## src/rtl/spq_pkg.sv

```systemverilog
// Shared constants, codes and types for the sorted priority queue.
`timescale 1ns / 1ps

package spq_pkg;

    // Payload widths fixed by the item format
    localparam int DATA_W      = 32;
    localparam int CFG_W       = 7;
    localparam int STATUS_W    = 2;
    localparam int CAP_DEFAULT = 64;

    localparam logic [CFG_W-1:0] CAP_RESET = 7'd64;

    // Request codes
    localparam logic REQ_INSERT = 1'b0;
    localparam logic REQ_DELETE = 1'b1;

    // Status codes
    localparam logic [STATUS_W-1:0] ST_OK       = 2'd0;
    localparam logic [STATUS_W-1:0] ST_OVERFLOW = 2'd1;
    localparam logic [STATUS_W-1:0] ST_UNDERFLOW = 2'd2;
    localparam logic [STATUS_W-1:0] ST_NOTFOUND = 2'd3;

    // Controller states, one-hot
    typedef enum logic [2:0] {
        S_IDLE = 3'b001,
        S_CMP  = 3'b010,
        S_UPD  = 3'b100
    } t_state;

    // Broadcast from the controller to every cell
    typedef struct packed {
        logic                     cmp;        // latch compare flags
        logic                     ins_commit; // apply insert shift
        logic                     del_commit; // apply delete shift
        logic signed [DATA_W-1:0] value;      // request value
    } t_cell_ctl;

endpackage

```

## src/rtl/spq_cell.sv

```systemverilog
// One compare-and-shift cell of the sorted entry chain.
`timescale 1ns / 1ps

module spq_cell (
    input  logic                              i_clk,
    input  spq_pkg::t_cell_ctl                i_ctl,
    input  logic                              i_occ,
    input  logic signed [spq_pkg::DATA_W-1:0] i_left_entry,
    input  logic                              i_left_flag,
    input  logic signed [spq_pkg::DATA_W-1:0] i_right_entry,
    output logic signed [spq_pkg::DATA_W-1:0] o_entry,
    output logic signed [spq_pkg::DATA_W-1:0] o_next,
    output logic                              o_flag,
    output logic                              o_eq
);

    logic signed [spq_pkg::DATA_W-1:0] r_entry;
    logic signed [spq_pkg::DATA_W-1:0] n_entry;
    logic                              r_flag;
    logic                              r_eq;

    // Flag: request value sits at or ahead of this slot (empty slots always do)
    always_ff @(posedge i_clk) begin
        if (i_ctl.cmp) begin
            r_flag <= !i_occ || (i_ctl.value >= r_entry);
            r_eq   <= i_occ && (i_ctl.value == r_entry);
        end
    end

    // Insert: shift back from the left neighbour, or take the new value at the
    // boundary. Delete: pull forward from the right neighbour past the boundary.
    always_comb begin
        n_entry = r_entry;
        if (i_ctl.ins_commit && r_flag) begin
            n_entry = i_left_flag ? i_left_entry : i_ctl.value;
        end else if (i_ctl.del_commit && r_flag) begin
            n_entry = i_right_entry;
        end
    end

    always_ff @(posedge i_clk) begin
        if (i_ctl.ins_commit || i_ctl.del_commit) begin
            r_entry <= n_entry;
        end
    end

    assign o_entry = r_entry;
    assign o_next  = n_entry;
    assign o_flag  = r_flag;
    assign o_eq    = r_eq;

endmodule

```

## config.mk

```make
export PLATFORM = sky130hd
export DESIGN_NAME = spq_cell
export DESIGN_NICKNAME = d
export VERILOG_FILES = /design/src/rtl/spq_pkg.sv /design/src/rtl/spq_cell.sv
export SDC_FILE = /design/constraint.sdc
export NUM_CORES = 1
export LEC_CHECK = 0
export BUFFER_PORTS_ARGS = -buffer_cell sky130_fd_sc_hd__buf_2
export CAP_MARGIN = 20
export CORE_ASPECT_RATIO = 1.4
export CORE_MARGIN = 2
export CORE_UTILIZATION = 40
export DETAILED_ROUTE_END_ITERATION = 8
export PLACE_DENSITY = 0.82
export SYNTH_ARGS = -nofsm -noshare
export SYNTH_HDL_FRONTEND = slang
export SYNTH_SLANG_ARGS = --single-unit
```

## constraint.sdc

```tcl
create_clock -name i_clk -period 2 [get_ports i_clk]
set_input_delay 0.2 -clock i_clk [delete_from_list [all_inputs] [get_ports i_clk]]
set_output_delay 0.2 -clock i_clk [all_outputs]
set_load 0.05 [all_outputs]
```

==> qor.txt, run 1 <==
Outcome: complete, but fails checks
Worst Hold Launch: i_ctl[34]
Number of distinct library cells after synthesis: 30
Starting Density: 0.409
P_leak: 2.11 nW
Cell Chain, Critical Path: inv_1 > ha_4 > nand4_1 > nor4_4 > a21boi_1 > or4_1 > o22a_1 > mux2i_1
Commonest cells after routing, fill and taps aside: 154 x buf_2, 71 x nand2_1, 34 x edfxtp_1
Pin count of the biggest net entering global routing: 65
Dpl cell area: 4440 um2
CTS tree: done
CTS Buffer Depth: 2
Clock Skew: 0.00630 ns
Routed vias/inst: 5.34
Worst-Margin Slew: 0.803 ns
Top-area cell type share of the netlist area: 0.360
CP Data Arrival Time: 2.07 ns
Total global routing overflow: 0
Fmax: 489 MHz
Max_cap viols: 0
Core Util, Final: 0.680
Ys flop type: edfxtp_1
# DRC: 0
Area growth, synth to finish: 66.5%
Cell accounting for the most synthesized area: edfxtp_1
Final slew viol count: 0
Final #Nets: 651
Power per Cell Area: 802 nW/um2
IR drop worst, VDD: 582 uV
Vias in the first global route: 3331
RSZ-0062 raised after global routing: yes
Post-Syn Instances: 335
CTS Buf Count: 5
WL/cell: 15.7 um
Std cell rows: 36
Die height: 104 um
Hold Fails Final Rpt: 0
Layout cells sized above 1: 0.496
Synth top area cells: edfxtp_1 36%, ha_1 14%, nand2_1 9.7%, a211oi_1 8.5%, a31oi_1 7.1%
Initial antenna violation count: 0
Violated checks: negative setup slack
Setup crit end kind: register
Synth warn: 0
Worst skew pair latency: 0.28 ns
Die W: 75.2 um
Drt pass-1 iters: 4
Commonest non-fill, non-tap cell in the layout: buf_2
Clk sinks: 34
Dpl hpwl: 7.48 mm
Worst hold path type: in -> reg
Port bufs: 167
Slew HR: 0.465
Reg clk slew, reported paths: 0.07 ns
First-pass GRT wire length: 15.1 mm
CTS Hold Bufs: 0
Routed WL: 9.65 mm
CTS Root Buffer Type: clkbuf_8
Die Area: 7790 um2
H-tree levels: 2
Startpoint types: register
Register bit total from synthesis: 34
Fin crit share: 1.02
Final setup violation count: 1
Final WS setup: -0.0456 ns
Period minus WS final: 2.05 ns
Antenna diode count: 0
Crit-path max FO: 4
Min Hold Slack: 0.150 ns
Worst Setup SP: o_entry[10]
Buf/Inv on CP: 1
Ys async rst share: 0
Number of I/O pins: 168
RR Startpoint: o_entry[10]
Total power: 0.00379 W
Vias: 3275
GRT Total Usage: 0.246
Crit-path leading delay family: simple AND/OR/NAND/NOR gates
Worst path required time: 2.03 ns
Finished Cell Area: 4720 um2
Register area share after synthesis: 0.360
Post-synth EDFFs: 34
Syn Std Cell Area: 2840 um2
CP max stage delay: 0.43 ns
Core box area: 6940 um2
RD Place Congestion: 0.847
Net Count, Synth: 469
DRT iter0 DRCs: 104
Slowest cell on crit path: edfxtp_1
Setup CP Type: reg -> reg
DRT antenna net count: 0
Syn Area/Cell: 8.46 um2
cells by family (layout without fill, tap and decap cells):
kind of cell | after synthesis | in the layout | synth area share
simple gates | 126 | 126 | 0.214
flops | 34 | 34 | 0.360
fa+ha+maj | 32 | 32 | 0.141
mux | 1 | 1 | 0.00353
buf+inv | 54 | 237 | 0.0724
compound gates | 88 | 88 | 0.209
sequential cells by signal, indices dropped and copies added, names as in the netlist:
signal,cells
o_eq,1
o_flag,1
o_entry,32
synth_stat cells (all sizes together), types with 2 or more instances:
cell type	n
nand2	73
buf	4
nand3	3
nand4	3
ha	32
a31oi	32
a211oi	33
clkbuf	16
nor2	5
o21ai	4
o211ai	2
inv	34
nor2b	32
a21oi	11
and4	5
edfxtp	34
layout make-up:
cell class	instances	area, um2
multi-input combinational	247	2250
fill	566	2220
timing repair buffer	195	1120
sequential	34	1020
inverter	34	128
tap	95	119
clock buffer	6	72.6
clock inverter	2	8.76
path summary, 6_finish.rpt:
path | slack [ns] | cells after the start | endpoint
hold / removal | 0.15 | 1 | o_eq
setup reg to reg | -0.05 | 8 | o_flag
setup / recovery | -0.05 | 8 | o_flag
hold reg to reg | 0.76 | 2 | o_entry[12]
metrics by stage:
stage,TNS [ns],instances,setup slack [ns]
floorplan,-0.266,335,-0.266
global placement,-0.0154,601,-0.0154
detailed placement,-0.0702,601,-0.0702
CTS,-0.0373,611,-0.0373
global route,-0.185,613,-0.156
finish,-0.0456,613,-0.0456
where the power goes:
group / internal (W) / leakage, nW / switching [W] / total (W)
registers: 0.000933 / 0.343 / 0.0000735 / 0.00101
logic: 0.000752 / 1.72 / 0.00153 / 0.00228
clock network: 0.000240 / 0.0426 / 0.000256 / 0.000495
per-layer routing:
layer / track usage / share of wire / routed length, um
met1: 0.280 / 0.38 / 3640
met2: 0.446 / 0.55 / 5280
met4: 0.0551 / 0.014 / 138
met3: 0.0623 / 0.061 / 590
met5: 0 / 0 / 0
repair_timing:
action,4_1_cts,5_1_grt
buffers inserted,2,2
pin swaps,2,1
gates resized for setup,3,30
gates cloned,0,0
setup endpoints to repair,3,27
(Power assumes the default switching activity.)
==> run 2: changes to the inputs <==
- BUFFER_PORTS_ARGS: -buffer_cell sky130_fd_sc_hd__buf_2 -> unset
- DONT_BUFFER_PORTS: unset -> 1
- PLACE_DENSITY: 0.82 -> 0.6
==> qor.txt, run 2 (synthesized netlist as in run 1, its figures left out) <==
Outcome: complete, but fails checks
Violated checks: negative setup slack
Startpoint types: register
Multi-input logic area: 2330 um2
Slew HR: 0.453
Power per Cell Area: 859 nW/um2
First-pass GRT wire length: 13.7 mm
Worst skew pair latency: 0.28 ns
Hold Fails Final Rpt: 0
DRT iter0 DRCs: 148
Setup crit end kind: register
Final #Nets: 530
Die Area: 7790 um2
Routed WL: 8.96 mm
Number of I/O pins: 168
RSZ-0062 raised after global routing: yes
Commonest cells after routing, fill and taps aside: 71 x nand2_1, 39 x buf_4, 34 x edfxtp_1
Final setup violation count: 1
Routed vias/inst: 5.78
Period minus WS final: 2.05 ns
Die height: 104 um
WL/cell: 18.2 um
Clock Skew: 0.00268 ns
Dpl hpwl: 6.93 mm
CP Data Arrival Time: 2.07 ns
Final slew viol count: 0
CTS Buffer Depth: 2
Clk sinks: 34
CTS Buf Count: 5
Fmax: 488 MHz
Die W: 75.2 um
Reg area: 1020 um2
Largest register FFs: 32
Layout cells sized above 1: 0.398
Final WS setup: -0.0472 ns
Dpl cells: 482
Commonest non-fill, non-tap cell in the layout: nand2_1
IR drop worst, VDD: 514 uV
Area growth, synth to finish: 64.6%
CTS Root Buffer Type: clkbuf_8
Finished Cell Area: 4670 um2
Worst path required time: 2.02 ns
Pin count of the biggest net entering global routing: 65
Total global routing overflow: 0
Vias in the first global route: 2955
Crit-path max FO: 2
Setup CP Type: reg -> reg
Reg clk slew, reported paths: 0.07 ns
Port bufs: 0
Non-Filler Instances: 492
H-tree levels: 2
RD Place Congestion: 0.764
Filler cells: 569
Worst hold path type: in -> reg
Worst-Margin Slew: 0.820 ns
Total power: 0.00401 W
Std cell rows: 36
Initial antenna violation count: 0
Fin crit share: 1.02
Vias: 2843
# DRC: 0
Drt pass-1 iters: 4
P_leak: 1.83 nW
Max_cap viols: 0
CTS tree: done
Core box area: 6940 um2
Dpl cell area: 4350 um2
Antenna diode count: 0
DRT antenna net count: 0
Starting Density: 0.409
Min Hold Slack: 0.0271 ns
GRT Total Usage: 0.224
Core Util, Final: 0.673
## run 2: worst paths after layout
path	from	endpoint	slack, ns	depth (start not counted)
worst max-delay path	o_entry[1]	o_flag	-0.05	8
worst max register to register	o_entry[1]	o_flag	-0.05	8
worst min-delay path	i_ctl[34]	o_eq	0.03	0
worst min register to register	o_entry[31]	o_flag	0.91	4
## run 2: area by class of cell
class / instances / area share
Clock inverter: 3 / 0.00241
Sequential cell: 34 / 0.219
Clock buffer: 5 / 0.0147
Timing Repair Buffer: 74 / 0.213
Tap cell: 95 / 0.0255
Multi-Input combinational cell: 247 / 0.499
Inverter: 34 / 0.0273
## run 2: per-stage QoR
step                      setup WS [ns]  setup TNS, ns
after floorplan                  -0.266         -0.266
after global routing             -0.118         -0.166
after detailed placement         -0.132         -0.132
after global placement           -0.106         -0.106
final                           -0.0472        -0.0472
after CTS                       -0.0540        -0.0540
## run 2: routing by layer
layer,global-route usage,routed length (um),share of wire
met1,0.249,3330,0.37
met2,0.403,4790,0.54
met3,0.0554,669,0.075
met4,0.0727,165,0.018
met5,0,0,0
## run 2: power breakdown
part           internal (W)  leakage, nW  switching (W)
combinational       0.00100         1.45        0.00154
clock              0.000232       0.0407       0.000243
sequential         0.000932        0.343      0.0000591
## run 2: critical path: stages (launching register included)
cell	delay, ns
edfxtp_1	0.40
inv_2	0.08
ha_4	0.19
nor2b_1	0.12
o211ai_1	0.21
a21boi_1	0.09
or4_1	0.41
o22a_1	0.18
mux2i_1	0.12
## run 2: what timing repair did
action	4_1_cts	5_1_grt
setup endpoints to repair	1	28
resized for setup	7	37
buffers inserted	2	0
pin swaps	4	3
hold buffers	0	0
